`src/hdl/tas_pkg.sv`:
```
// shared types, widths and codes for the timed action sequencer
package tas_pkg;

  localparam int MAX_ENTRIES = 16;
  localparam int ENTRY_W     = 4;
  localparam int DELAY_W     = 16;
  localparam int MULT_W      = 16;
  localparam int CD_W        = 32;
  localparam int NUM_W       = 5;
  localparam int CFG_W       = 16;
  localparam int CFG_IDX_W   = 2;

  // entries in use never exceed the table or the 4-bit index range
  localparam logic [NUM_W-1:0] USED_MAX  = (MAX_ENTRIES < 16) ? NUM_W'(MAX_ENTRIES) : 5'd16;
  localparam logic [NUM_W-1:0] FIRE_MAX  = 5'd16;

  localparam logic [2:0] KIND_EVAL    = 3'd0;
  localparam logic [2:0] KIND_TICK    = 3'd1;
  localparam logic [2:0] KIND_ENABLE  = 3'd2;
  localparam logic [2:0] KIND_DISABLE = 3'd3;
  localparam logic [2:0] KIND_WRITE   = 3'd4;

  localparam logic [CFG_IDX_W-1:0] REG_NUM_ACTIONS  = 2'd0;
  localparam logic [CFG_IDX_W-1:0] REG_RUN_CONT     = 2'd1;
  localparam logic [CFG_IDX_W-1:0] REG_START_IMM    = 2'd2;
  localparam logic [CFG_IDX_W-1:0] REG_UNIT_MULT    = 2'd3;

  typedef enum logic [1:0] {
    PH_OFF     = 2'd0,
    PH_RUN_NOW = 2'd1,
    PH_WAIT    = 2'd2,
    PH_DONE    = 2'd3
  } phase_t;

  typedef enum logic [1:0] {
    ST_IDLE = 2'd0,
    ST_SCAN = 2'd1,
    ST_WALK = 2'd2,
    ST_EMIT = 2'd3
  } state_t;

  typedef struct packed {
    logic clear;
    logic load;
    logic dec;
  } cd_ctrl_t;

  typedef struct packed {
    logic zero;
    logic one;
  } cd_stat_t;

endpackage

```
`src/hdl/tas_delay_table.sv`:
```
// delay table: one write port, one read port, cleared by reset
module tas_delay_table (
  input  logic                             clk,
  input  logic                             rst,
  input  logic                             we,
  input  logic [tas_pkg::ENTRY_W-1:0]      waddr,
  input  logic [tas_pkg::DELAY_W-1:0]      wdata,
  input  logic [tas_pkg::ENTRY_W-1:0]      raddr,
  output logic [tas_pkg::DELAY_W-1:0]      rdata
);

  logic [tas_pkg::DELAY_W-1:0] entries [tas_pkg::MAX_ENTRIES];

  always_ff @(posedge clk) begin
    if (rst) begin
      for (int i = 0; i < tas_pkg::MAX_ENTRIES; i++) begin
        entries[i] <= '0;
      end
    end else if (we) begin
      entries[waddr] <= wdata;
    end
  end

  assign rdata = entries[raddr];

endmodule

```
`src/hdl/tas_countdown.sv`:
```
// millisecond countdown with the delay times unit multiplier load
module tas_countdown (
  input  logic                        clk,
  input  logic                        rst,
  input  tas_pkg::cd_ctrl_t           ctrl,
  input  logic [tas_pkg::DELAY_W-1:0] delay,
  input  logic [tas_pkg::MULT_W-1:0]  unit_multiplier,
  output logic [tas_pkg::CD_W-1:0]    value,
  output tas_pkg::cd_stat_t           stat
);

  logic [tas_pkg::MULT_W-1:0] unit_eff;
  logic [tas_pkg::CD_W-1:0]   product;
  logic [tas_pkg::CD_W-1:0]   countdown;

  // a zero multiplier counts as one
  assign unit_eff = (unit_multiplier == '0) ? tas_pkg::MULT_W'(1) : unit_multiplier;
  assign product  = tas_pkg::CD_W'(delay) * tas_pkg::CD_W'(unit_eff);

  always_ff @(posedge clk) begin
    if (rst) begin
      countdown <= '0;
    end else if (ctrl.clear) begin
      countdown <= '0;
    end else if (ctrl.load) begin
      countdown <= product;
    end else if (ctrl.dec) begin
      countdown <= countdown - tas_pkg::CD_W'(1);
    end
  end

  assign value     = countdown;
  assign stat.zero = (countdown == '0);
  assign stat.one  = (countdown == tas_pkg::CD_W'(1));

endmodule

```
`src/hdl/timed_action_sequencer_core.sv`:
```
// timed action sequencer top level: config registers, sequencer and result stage
//
//  channel  | handshake                 | payload
//  ---------+---------------------------+-----------------------------------------------
//  request  | req_valid / req_ready     | kind, start_active, stop_active, entry_index,
//           |                           | delay_value
//  result   | rsp_valid / rsp_ready     | fire, action_index, waiting, current_entry, last
//  config   | cfg_we                    | cfg_index, cfg_data
//
//  a request is taken while req_ready is high; a restart then scans the table one entry per cycle
//  (at most 16 entries) or an expired entry walks up to 16 entries, one per cycle, both
//  through the single table read port, then the results are emitted one at a time.
//  synchronous reset clears the table, timer and registers to their defaults.
//  req_ready is low from acceptance until the last result of the request is taken;
//  a stalled result holds until rsp_ready.
module timed_action_sequencer_core (
  input  logic                           clk,
  input  logic                           rst,
  input  logic                           req_valid,
  output logic                           req_ready,
  input  logic [2:0]                     kind,
  input  logic                           start_active,
  input  logic                           stop_active,
  input  logic [tas_pkg::ENTRY_W-1:0]    entry_index,
  input  logic [tas_pkg::DELAY_W-1:0]    delay_value,
  output logic                           rsp_valid,
  input  logic                           rsp_ready,
  output logic                           fire,
  output logic [tas_pkg::ENTRY_W-1:0]    action_index,
  output logic                           waiting,
  output logic [tas_pkg::ENTRY_W-1:0]    current_entry,
  output logic                           last,
  input  logic                           cfg_we,
  input  logic [tas_pkg::CFG_IDX_W-1:0]  cfg_index,
  input  logic [tas_pkg::CFG_W-1:0]      cfg_data
);

  // configuration registers
  logic [tas_pkg::NUM_W-1:0]  num_actions;
  logic                       run_continuously;
  logic                       start_immediately;
  logic [tas_pkg::MULT_W-1:0] unit_multiplier;

  always_ff @(posedge clk) begin
    if (rst) begin
      num_actions       <= tas_pkg::NUM_W'(1);
      run_continuously  <= 1'b0;
      start_immediately <= 1'b0;
      unit_multiplier   <= tas_pkg::MULT_W'(1);
    end else if (cfg_we) begin
      case (cfg_index)
        tas_pkg::REG_NUM_ACTIONS: num_actions       <= cfg_data[tas_pkg::NUM_W-1:0];
        tas_pkg::REG_RUN_CONT:    run_continuously  <= cfg_data[0];
        tas_pkg::REG_START_IMM:   start_immediately <= cfg_data[0];
        tas_pkg::REG_UNIT_MULT:   unit_multiplier   <= cfg_data[tas_pkg::MULT_W-1:0];
        default: ;
      endcase
    end
  end

  // sequencer state
  tas_pkg::state_t            state, state_next;
  tas_pkg::phase_t            phase, phase_next;
  logic [tas_pkg::ENTRY_W-1:0] ptr, ptr_next;
  logic [tas_pkg::ENTRY_W-1:0] first, first_next;
  logic [tas_pkg::NUM_W-1:0]   nfire, nfire_next;
  logic [tas_pkg::NUM_W-1:0]   emit_k, emit_k_next;
  logic                        seen, seen_next;
  logic                        listening, listening_next;

  logic [tas_pkg::NUM_W-1:0]   n_used;
  logic [tas_pkg::NUM_W-1:0]   ptr_ext, ptr_inc, first_inc;
  logic                        wrap;
  logic [tas_pkg::ENTRY_W-1:0] nxt;
  logic                        req_fire;
  logic                        rsp_last;

  logic                        tbl_we;
  logic [tas_pkg::ENTRY_W-1:0] tbl_raddr;
  logic [tas_pkg::DELAY_W-1:0] tbl_rdata;
  logic                        rd_nz;

  tas_pkg::cd_ctrl_t           cd_ctrl;
  tas_pkg::cd_stat_t           cd_stat;
  logic [tas_pkg::CD_W-1:0]    cd_value;

  assign n_used    = (num_actions > tas_pkg::USED_MAX) ? tas_pkg::USED_MAX : num_actions;
  assign ptr_ext   = {1'b0, ptr};
  assign ptr_inc   = ptr_ext + tas_pkg::NUM_W'(1);
  assign first_inc = {1'b0, first} + tas_pkg::NUM_W'(1);
  assign wrap      = (ptr_inc >= n_used);
  assign nxt       = wrap ? '0 : ptr_inc[tas_pkg::ENTRY_W-1:0];

  // the walk looks ahead at the entry after the one it fires
  assign tbl_raddr = (state == tas_pkg::ST_WALK) ? nxt : ptr;
  assign rd_nz     = (tbl_rdata != '0);

  assign req_ready = (state == tas_pkg::ST_IDLE);
  assign req_fire  = req_valid && req_ready;
  assign tbl_we    = req_fire && (kind == tas_pkg::KIND_WRITE) &&
                     (32'(entry_index) < tas_pkg::MAX_ENTRIES);

  assign rsp_last  = (nfire == '0) || (emit_k + tas_pkg::NUM_W'(1) == nfire);

  tas_delay_table u_table (
    .clk   (clk),
    .rst   (rst),
    .we    (tbl_we),
    .waddr (entry_index),
    .wdata (delay_value),
    .raddr (tbl_raddr),
    .rdata (tbl_rdata)
  );

  tas_countdown u_countdown (
    .clk             (clk),
    .rst             (rst),
    .ctrl            (cd_ctrl),
    .delay           (tbl_rdata),
    .unit_multiplier (unit_multiplier),
    .value           (cd_value),
    .stat            (cd_stat)
  );

  always_ff @(posedge clk) begin
    if (rst) begin
      state     <= tas_pkg::ST_IDLE;
      phase     <= tas_pkg::PH_OFF;
      ptr       <= '0;
      first     <= '0;
      nfire     <= '0;
      emit_k    <= '0;
      seen      <= 1'b0;
      listening <= 1'b0;
    end else begin
      state     <= state_next;
      phase     <= phase_next;
      ptr       <= ptr_next;
      first     <= first_next;
      nfire     <= nfire_next;
      emit_k    <= emit_k_next;
      seen      <= seen_next;
      listening <= listening_next;
    end
  end

  always_comb begin
    logic            eval_go;
    tas_pkg::phase_t phase_pre;
    tas_pkg::phase_t ph;

    eval_go        = 1'b0;
    phase_pre      = phase;
    ph             = phase;
    state_next     = state;
    phase_next     = phase;
    ptr_next       = ptr;
    first_next     = first;
    nfire_next     = nfire;
    emit_k_next    = emit_k;
    seen_next      = seen;
    listening_next = listening;
    cd_ctrl        = '0;

    case (state)
      tas_pkg::ST_IDLE: begin
        if (req_fire) begin
          state_next  = tas_pkg::ST_EMIT;
          nfire_next  = '0;
          emit_k_next = '0;
          case (kind)
            tas_pkg::KIND_EVAL: begin
              eval_go = 1'b1;
            end
            tas_pkg::KIND_TICK: begin
              if (phase == tas_pkg::PH_WAIT && !cd_stat.zero) begin
                cd_ctrl.dec = 1'b1;
                if (cd_stat.one) begin
                  phase_pre = tas_pkg::PH_DONE;
                  eval_go   = 1'b1;
                end
              end
            end
            tas_pkg::KIND_ENABLE: begin
              if (!listening) begin
                listening_next = 1'b1;
                if (start_immediately || phase != tas_pkg::PH_OFF) begin
                  if (phase == tas_pkg::PH_OFF) phase_pre = tas_pkg::PH_RUN_NOW;
                  eval_go = 1'b1;
                end
              end
            end
            tas_pkg::KIND_DISABLE: begin
              cd_ctrl.clear  = 1'b1;
              phase_next     = tas_pkg::PH_OFF;
              listening_next = 1'b0;
            end
            default: ;
          endcase

          if (eval_go) begin
            if (stop_active) begin
              cd_ctrl.clear = 1'b1;
              phase_next    = tas_pkg::PH_OFF;
            end else begin
              seen_next = start_active;
              ph = (start_active && !seen) ? tas_pkg::PH_RUN_NOW : phase_pre;
              if (ph == tas_pkg::PH_RUN_NOW) begin
                cd_ctrl.clear = 1'b1;
                ptr_next      = '0;
                phase_next    = tas_pkg::PH_RUN_NOW;
                state_next    = tas_pkg::ST_SCAN;
              end else if (ph == tas_pkg::PH_DONE) begin
                if (ptr_ext >= n_used) begin
                  // table shrank under a running countdown
                  ptr_next   = '0;
                  phase_next = tas_pkg::PH_OFF;
                end else begin
                  first_next = ptr;
                  phase_next = tas_pkg::PH_DONE;
                  state_next = tas_pkg::ST_WALK;
                end
              end else begin
                phase_next = ph;
              end
            end
          end
        end
      end

      tas_pkg::ST_SCAN: begin
        if (ptr_ext >= n_used) begin
          ptr_next   = '0;
          phase_next = tas_pkg::PH_OFF;
          state_next = tas_pkg::ST_EMIT;
        end else if (rd_nz) begin
          cd_ctrl.load = 1'b1;
          phase_next   = tas_pkg::PH_WAIT;
          state_next   = tas_pkg::ST_EMIT;
        end else if (ptr_inc >= n_used) begin
          ptr_next   = '0;
          phase_next = tas_pkg::PH_OFF;
          state_next = tas_pkg::ST_EMIT;
        end else begin
          ptr_next = ptr_inc[tas_pkg::ENTRY_W-1:0];
        end
      end

      tas_pkg::ST_WALK: begin
        nfire_next = nfire + tas_pkg::NUM_W'(1);
        if (wrap && !run_continuously) begin
          ptr_next   = '0;
          phase_next = tas_pkg::PH_OFF;
          state_next = tas_pkg::ST_EMIT;
        end else begin
          ptr_next = nxt;
          if (rd_nz) begin
            cd_ctrl.load = 1'b1;
            phase_next   = tas_pkg::PH_WAIT;
            state_next   = tas_pkg::ST_EMIT;
          end else if (nxt == first || nfire_next == tas_pkg::FIRE_MAX) begin
            // went all the way round through zero delays
            phase_next = tas_pkg::PH_OFF;
            state_next = tas_pkg::ST_EMIT;
          end
        end
      end

      tas_pkg::ST_EMIT: begin
        if (rsp_ready) begin
          if (rsp_last) begin
            state_next = tas_pkg::ST_IDLE;
          end else begin
            emit_k_next = emit_k + tas_pkg::NUM_W'(1);
            first_next  = (first_inc >= n_used) ? '0 : first_inc[tas_pkg::ENTRY_W-1:0];
          end
        end
      end

      default: begin
        state_next = tas_pkg::ST_IDLE;
      end
    endcase
  end

  // first doubles as the index of the action being reported
  assign rsp_valid     = (state == tas_pkg::ST_EMIT);
  assign fire          = (nfire != '0);
  assign action_index  = fire ? first : '0;
  assign waiting       = (phase == tas_pkg::PH_WAIT);
  assign current_entry = ptr;
  assign last          = rsp_last;

  a_no_overlap: assert property (@(posedge clk) disable iff (rst)
    !(req_ready && rsp_valid))
    else $error("request taken while results pending");

  a_phase_settled: assert property (@(posedge clk) disable iff (rst)
    rsp_valid |-> (phase == tas_pkg::PH_OFF || phase == tas_pkg::PH_WAIT))
    else $error("result shown with unresolved timer phase");

  a_fire_in_range: assert property (@(posedge clk) disable iff (rst)
    (rsp_valid && fire) |-> ({1'b0, action_index} < n_used))
    else $error("fired action outside entries in use");

  a_wait_counts: assert property (@(posedge clk) disable iff (rst)
    (rsp_valid && waiting) |-> (cd_value != '0))
    else $error("waiting with an empty countdown");

  a_walk_bound: assert property (@(posedge clk) disable iff (rst)
    (state == tas_pkg::ST_WALK) |-> (nfire < tas_pkg::FIRE_MAX))
    else $error("walk fired past its limit");

endmodule
```
`config.mk`:
```
export PLATFORM = sky130hd
export DESIGN_NAME = timed_action_sequencer_core
export DESIGN_NICKNAME = d
export VERILOG_FILES = /design/src/hdl/tas_pkg.sv /design/src/hdl/tas_delay_table.sv /design/src/hdl/tas_countdown.sv /design/src/hdl/timed_action_sequencer_core.sv
export SDC_FILE = /design/constraint.sdc
export NUM_CORES = 1
export LEC_CHECK = 0
export ABC_AREA = 0
export ABC_CLOCK_PERIOD_IN_PS = 9200
export BUFFER_PORTS_ARGS = -buffer_cell sky130_fd_sc_hd__buf_4
export CAP_MARGIN = 20
export CORE_ASPECT_RATIO = 1.1
export CORE_MARGIN = 1
export CORE_UTILIZATION = 55
export DETAILED_ROUTE_END_ITERATION = 8
export HOLD_SLACK_MARGIN = 0.02
export PLACE_DENSITY = 0.85
export REMOVE_ABC_BUFFERS = 1
export SKIP_CTS_REPAIR_TIMING = 1
export SLEW_MARGIN = 10
export SYNTH_ARGS = -nofsm -noshare
export SYNTH_HDL_FRONTEND = slang
export SYNTH_HIERARCHICAL = 1
export SYNTH_SLANG_ARGS = --single-unit
```
`constraint.sdc`:
```
create_clock -name clk -period 9.2 [get_ports clk]
set_input_delay 0 -clock clk [delete_from_list [all_inputs] [get_ports clk]]
set_output_delay 0 -clock clk [all_outputs]
set_load 0.01 [all_outputs]
```
==> results.md, run 1 <==
* Syn Std Cell Area at 25200 um2
* Clock sink count at ~340
* EDFF count, synth at 256
* Most common cell after layout, fill and taps aside: and2_1
* Crit Reg-Reg Startpoint: current_entry[1]
* DRT Pass-1 Iters at 5
* Worst path slowest cell: mux4_2
* Layout area overhead at 13.4%
* Core area at between 40000 and 50000 um2
* Max Root-Sink Buffers at 3
* Yosys Warn Count at 6
* Global-route wire length before repair at ~100 mm
* DR WL/cell at around 22 um
* Tot Pwr at around 4.5 mW
* Max Slew Vio Count at 0
* Top post-synthesis cells by area: edfxtp_1 31%, fa_1 15%, and2_1 9.5%
* Fin. Hold Viols at 0
* Placer Congestion at around 0.97
* DRC violations left at 0
* FF+latch count, synth at around 340
* H-Tree Depth at 2
* Antenna Nets Post-Route at 0
* Via count at around 18000
* Status: completed
* Pwr dens at 157 nW/um2
* Delay-heaviest family, CP: adder cells
* Initial antenna violation count at 0
* Fin area at roughly 29000 um2
* Synth Instances at about 2400
* Share of cells above drive strength 1 at between 10% and 20%
* Max-Cap Viols at 0
* Sequential area share after synthesis at 36.8%
* Post-synth top area cell: edfxtp_1
* Die footprint at between 40000 and 50000 um2
* Commonest cells after routing, fill and taps aside: 383 x and2_1, 256 x edfxtp_1, 253 x inv_1
* Mean Syn Cell Area at about 11 um2
* Cell mode on critical path: fa_1
* Worst hold path depth at 3
* Clock root cell: clkbuf_16
* Clock latency on the worst-skew pair at roughly 0.57 ns
* F_max at between 100 and 150 MHz
* Starting Density at 56.2%
* R2R cell count at 34
* Rows at between 80 and 90
* FILL cells at 3332
* WHS Endpoint: u_table/entries[0][10]
* Number of global-route vias before repair at ~19000
* Post-DP HPWL at around 46 mm
* Chip Height at ~230 um
* Minimum clock period at between 8 and 9 ns
* Hold Crit Start: entry_index[0]
* Place WS at 0.0156 ns
* R2r setup slk at about 0.38 ns
* Bufs and invs on worst path at 7
* Asr flop ratio synth at 0%
* Vias per inst at ~6
* Final setup fails at 0
* Boundary Pins at 61
* # diodes at 0
* WP data required at between 9 and 10 ns
* Leakage power at about 12 nW
* Synth top area share at a little over 30%
* CTS Buf Count at 37
* Arrival time at the worst endpoint at around 9 ns
* Largest net degree at the start of global routing at between 40 and 50
* Die Span X at approximately 200 um
* Worst slew margin at roughly a quarter
* Final net count at 2846
* Min-Delay Path Class: primary input to flop
* Reg2reg end: u_countdown/value[28]
* CTS tree: yes
* Clock Skew at 0.0247 ns
* WS Path Type: flop to flop
* Fin crit share at ~96%
* Peak supply drop at ~0.18 mV
* Finished Layout Cells at about 3100
* Stages on worst setup path at 34
* Worst slew pin tran at between 1 and 1.5 ns
* Crit path largest cell delay at around 0.53 ns
* Placed Instances at 2950
* Post-layout worst setup margin at 0.379 ns
* Top FF cell, synth: edfxtp_1
* Post-synth cell types at 93
* Drt first-iter violations at around 1700
* Register area at between 9000 and 10000 um2
* Total Wirelength at around 66 mm
* Dpl cell area at roughly 26000 um2
* Clock-pin slew on the worst setup and hold paths at around 0.06 ns
* Crit Path Max Fanout at 11
* Critical Path Start Type: flop
* Worst setup EP type: flop
* Multi-input gate area at about 15000 um2
* Grt total ovfl at 0
* IO buf count at 60
* GRT Total Usage at around 28%
## where the power goes
group	total [mW]	leakage, nW	switching [mW]	internal, mW
Clock	1.48	0.566	0.642	0.838
Sequential	1.79	3.29	0.0814	1.71
Combinational	1.20	8.10	0.721	0.481
Total	4.47	12.0	1.44	3.03
## metrics by stage
stage / hold slack (ns) / util, % / TNS [ns]
after floorplan: 0.0679 / - / -146.25
after global placement: 0.243 / 59.1 / 0
after detailed placement: 0.245 / 59.1 / 0
after CTS: -0.352 / 61.8 / -0.0680
after global routing: 0.0420 / 63.7 / -0.0374
final: 0.0431 / 63.7 / 0
## worst register-to-register path: cells and delay by family, from the launching register on
family	cells	cell delay, ns
buffers and inverters	7	0.78
AO/OA/AOI/OAI	9	1.81
adder cells (fa/ha/maj)	9	3.84
flip-flops	1	0.35
multiplexers	2	0.82
AND/OR/NAND/NOR	7	1.12
## flip-flops by register name, summed over array words and instances, names as in the netlist, 2 cells and up
| name | count |
|---|---|
| state | 2 |
| unit_multiplier | 16 |
| num_actions | 5 |
| emit_k | 5 |
| u_table/entries | 256 |
| phase | 2 |
| u_countdown/value | 32 |
| current_entry | 4 |
| first | 4 |
| nfire | 5 |
## synth_stat cells, drive strengths merged, types with 6 or more instances
master,number
a211oi,24
a21o,11
a21oi,77
a22oi,37
a31oi,8
and2,383
and3,12
buf,14
clkbuf,101
dfxtp,79
edfxtp,256
fa,194
ha,129
inv,253
mux2i,10
mux4,64
nand2,250
nand2b,10
nand3,34
nand4,15
nor2,100
nor2b,13
nor3,25
nor4,18
nor4b,6
o211ai,14
o21ai,36
o22ai,7
or2,20
or3,6
xnor2,40
xor2,25
## final cells by class
cell class              instances  area share, %
multi-input cells            1651           51.4
flip-flops and latches        335           32.5
repair buffers                197           6.09
clock buffers                  45           3.49
inverters                     253           3.33
well taps                     581           2.55
clock inverters                21          0.697
## worst max path at each step
stage                     startpoint               endpoint  slack (ns)
floorplan           current_entry[0]  u_countdown/value[24]       -4.94
global placement    current_entry[1]  u_countdown/value[26]        0.17
detailed placement  current_entry[1]  u_countdown/value[26]        0.02
CTS                 current_entry[1]  u_countdown/value[26]       -0.05
global route        current_entry[1]  u_countdown/value[14]       -0.02
finish              current_entry[1]  u_countdown/value[28]        0.38
## logic make-up after synthesis
| kind of cell | Yosys count | synth area share (%) |
|---|---|---|
| multiplexers | 74 | 6.12 |
| XOR/XNOR | 66 | 2.35 |
| adder cells (fa/ha/maj) | 323 | 21.8 |
| buffers and inverters | 371 | 5.77 |
| AND/OR/NAND/NOR | 917 | 19.8 |
| flip-flops | 335 | 36.8 |
| AO/OA/AOI/OAI | 270 | 7.29 |
## per-layer routing
layer,share of wire [%],global-route usage [%],up-vias
met1,36,34.1,9037
met3,8.1,4.64,223
met2,50,48.9,916
met4,5.7,14.9,0
met5,0,0,-
li1,-,-,8211
Note: power is estimated with default switching activity, not from simulation.
==> run 2, diff against run 1 <==
--- a/config.mk
+++ b/config.mk
@@ -5,7 +5,7 @@
 export SDC_FILE = /design/constraint.sdc
 export NUM_CORES = 1
 export LEC_CHECK = 0
-export ABC_AREA = 0
+export ABC_AREA = 1
 export ABC_CLOCK_PERIOD_IN_PS = 9200
 export BUFFER_PORTS_ARGS = -buffer_cell sky130_fd_sc_hd__buf_4
 export CAP_MARGIN = 20
==> results.md, run 2 <==
* Placer Congestion at 0.987 (+2.2%)
* FILL cells at 4034 (+21%)
* XOR/XNOR share of the synthesized area at 0.669% (-1.7 points)
* Min-Delay Path Class: primary input to flop
* Syn Std Cell Area at 27300 um2 (+8.5%)
* Register area at 9270 um2 (about the same)
* EDFF count, synth at 256 (unchanged)
* Minimum clock period at 8.77 ns (-0.0460 ns)
* Clock latency on the worst-skew pair at 0.59 ns (+0.02 ns)
* Number of global-route vias before repair at 23300 (+24%)
* WS Path Type: flop to flop
* DR WL/cell at 17.5 um (-19%)
* Max-Cap Viols at 0 (unchanged)
* Synth top area share at 28.1% (-2.4 points)
* Main combinational cell family by area after synthesis: simple AND/OR/NAND/NOR gates
* Peak supply drop at 0.298 mV (+64%)
* GRT Total Usage at 29.8% (+1.4 points)
* Share of cells above drive strength 1 at 6.47% (-7.6 points)
* Leakage power at 15.5 nW (+30%)
* Clock root cell: clkbuf_16
* Arrival time at the worst endpoint at 9.20 ns (-0.05 ns)
* Max Root-Sink Buffers at 3 (unchanged)
* # diodes at 0 (unchanged)
* Grt total ovfl at 0 (unchanged)
* Synth Instances at 3651 (+55%)
* FF+latch count, synth at 335 (unchanged)
* Clock sink count at 335 (unchanged)
* Mean Syn Cell Area at 7.48 um2 (-30%)
* WP data required at 9.62 ns (about the same)
* CTS Buf Count at 38 (+2.7%)
* Core area at 49000 um2 (+9.4%)
* Post-synth cell types at 55 (-41%)
* Synth top cells by count: 970 x nand2_1, 765 x inv_1, 469 x nor2_1
* Post-synth top area cell: edfxtp_1
* Post-layout worst setup margin at 0.425 ns (+0.0460 ns)
* Placed Instances at 4232 (+43%)
* Clock Skew at 0.0535 ns (+0.0288 ns)
* Pwr dens at 334 nW/um2 (+110%)
* Most instantiated library cell after synthesis: nand2_1
* H-Tree Depth at 2 (unchanged)
* Drt first-iter violations at 2731 (+59%)
* Antenna Nets Post-Route at 0 (unchanged)
* Worst slew pin tran at 0.962 ns (-0.159 ns)
* Die footprint at 50600 um2 (+8.4%)
* Total Wirelength at 76.0 mm (+15%)
* Fin area at 29900 um2 (+4.8%)
* DRC violations left at 0 (unchanged)
* Vias per inst at 5.51 (-7.6%)
* Top reg by flops: u_table/entries
* IO buf count at 60 (unchanged)
* Area fraction in compound gates after synthesis at 3.99% (-3.3 points)
* Status: completed
* Worst slew margin at 35.8% (+11 points)
* Multi-input gate area at 14500 um2 (-1.4%)
* Starting Density at 55.7% (-0.49 points)
* Hold_ws at 0.0377 ns (-0.00547 ns)
* Worst setup EP type: flop
* Finished Layout Cells at 4347 (+41%)
* Post-DP HPWL at 51.5 mm (+12%)
* Clock-pin slew on the worst setup and hold paths at 0.06 ns (about the same)
* Crit path largest cell delay at 0.56 ns (+0.03 ns)
* Most common cell after layout, fill and taps aside: nand2_1
* Final setup fails at 0 (unchanged)
* Final Util at 61.0% (-2.7 points)
* Die Span X at 215 um (+4.1%)
* Max Slew Vio Count at 0 (unchanged)
* Cell mode on critical path: nand2_1
* Dpl cell area at 28200 um2 (+6.5%)
* Largest register FFs at 256 (unchanged)
* Fin crit share at 95.4% (-0.50 points)
* Adder-Cell Fraction of Synth Area at 20.1% (-1.7 points)
* CTS tree: yes
* Layout area overhead at 9.53%
* F_max at 114 MHz (+0.52%)
* Yosys Warn Count at 6 (unchanged)
* Chip Height at 236 um (+4.1%)
* Simple-gate share of the synthesized area at 27.9% (+8.1 points)
* Boundary Pins at 61 (unchanged)
* DRT Pass-1 Iters at 7 (+2)
* Critical Path Start Type: flop
* Place WS at 0.382 ns (+0.366 ns)
* Top post-synthesis cells by area: edfxtp_1 28%, fa_1 14%, nand2_1 13%
* Initial antenna violation count at 0 (unchanged)
* Commonest cells after routing, fill and taps aside: 966 x nand2_1, 763 x inv_1, 469 x nor2_1
* Mux cell area share after synthesis at 0% (-6.1 points)
* Largest net degree at the start of global routing at 129 (+160%)
* Global-route wire length before repair at 119 mm (+18%)
* Sequential area share after synthesis at 33.9% (-2.9 points)
* Crit Path Max Fanout at 128 (+117)
* Fin. Hold Viols at 0 (unchanged)
* Top FF cell, synth: edfxtp_1
* Via count at 24000 (+30%)
* Asr flop ratio synth at 0% (unchanged)
* Worst path slowest cell: fa_1
* Rows at 85 (+4.9%)
* Final net count at 4036 (+42%)
-- run 2: changes by cell type after synthesis, sizes merged, moves of 68 or more --
| cell | change |
|---|---|
| inv | +518 |
| nor2 | +384 |
| and2 | -379 |
| nand2 | +746 |
| o21ai | +68 |
| nand3 | +245 |
-- run 2: final cells by class --
type,instances,share of cell area [%]
Timing Repair Buffer,140,4.00
Multi-Input combinational cell,2377,48.3
Clock buffer,51,3.47
Sequential cell,335,31.0
Tap cell,652,2.73
Clock inverter,19,0.786
Timing Repair inverter,1,0.0251
Inverter,772,9.71
-- run 2: final timing paths --
path | start | to | slack (ns) | cells after the start
min | delay_value[7] | u_table/entries[7][7] | 0.04 | 3
max reg2reg | current_entry[0] | u_countdown/value[13] | 0.43 | 37
max | current_entry[0] | u_countdown/value[13] | 0.43 | 37
min reg2reg | listening | listening | 0.48 | 2
-- run 2: critical path: cells and delay by family (launching register included) --
family	cells	cell delay, ns
AOI/OAI and AO/OA	4	1.12
xor gates and xnor gates	1	0.23
adders and majority gates	9	4.00
buffers and inverters	9	0.71
DFF	1	0.49
and+or+nand+nor	14	1.94
-- run 2: cells by family after synthesis --
| kind of cell | Yosys count |
|---|---|
| AO/OA/AOI/OAI | 205 |
| XOR/XNOR | 20 |
| adder cells (fa/ha/maj) | 323 |
| buffers and inverters | 939 |
| AND/OR/NAND/NOR | 1829 |
| flip-flops | 335 |
-- run 2: through the flow --
stage	setup TNS (ns)	total power, mW
after floorplan	-356.71	6.47
after global placement	0	8.08
after detailed placement	0	8.21
after CTS	0	9.82
after global routing	-0.0957	10.8
final	0	10.0
-- run 2: power breakdown --
part           internal (mW)  switching (mW)
clock network          0.897           0.675
registers               1.76           0.148
logic                   2.09            4.43
-- run 2: metal layers --
metal | wire length [um] | global-route usage [%] | vias up
li1 | - | - | 11100
met5 | 0 | 0 | -
met2 | 36300 | 49.7 | 1408
met3 | 7730 | 5.80 | 290
met4 | 4130 | 16.5 | 0
met1 | 27900 | 36.1 | 11100
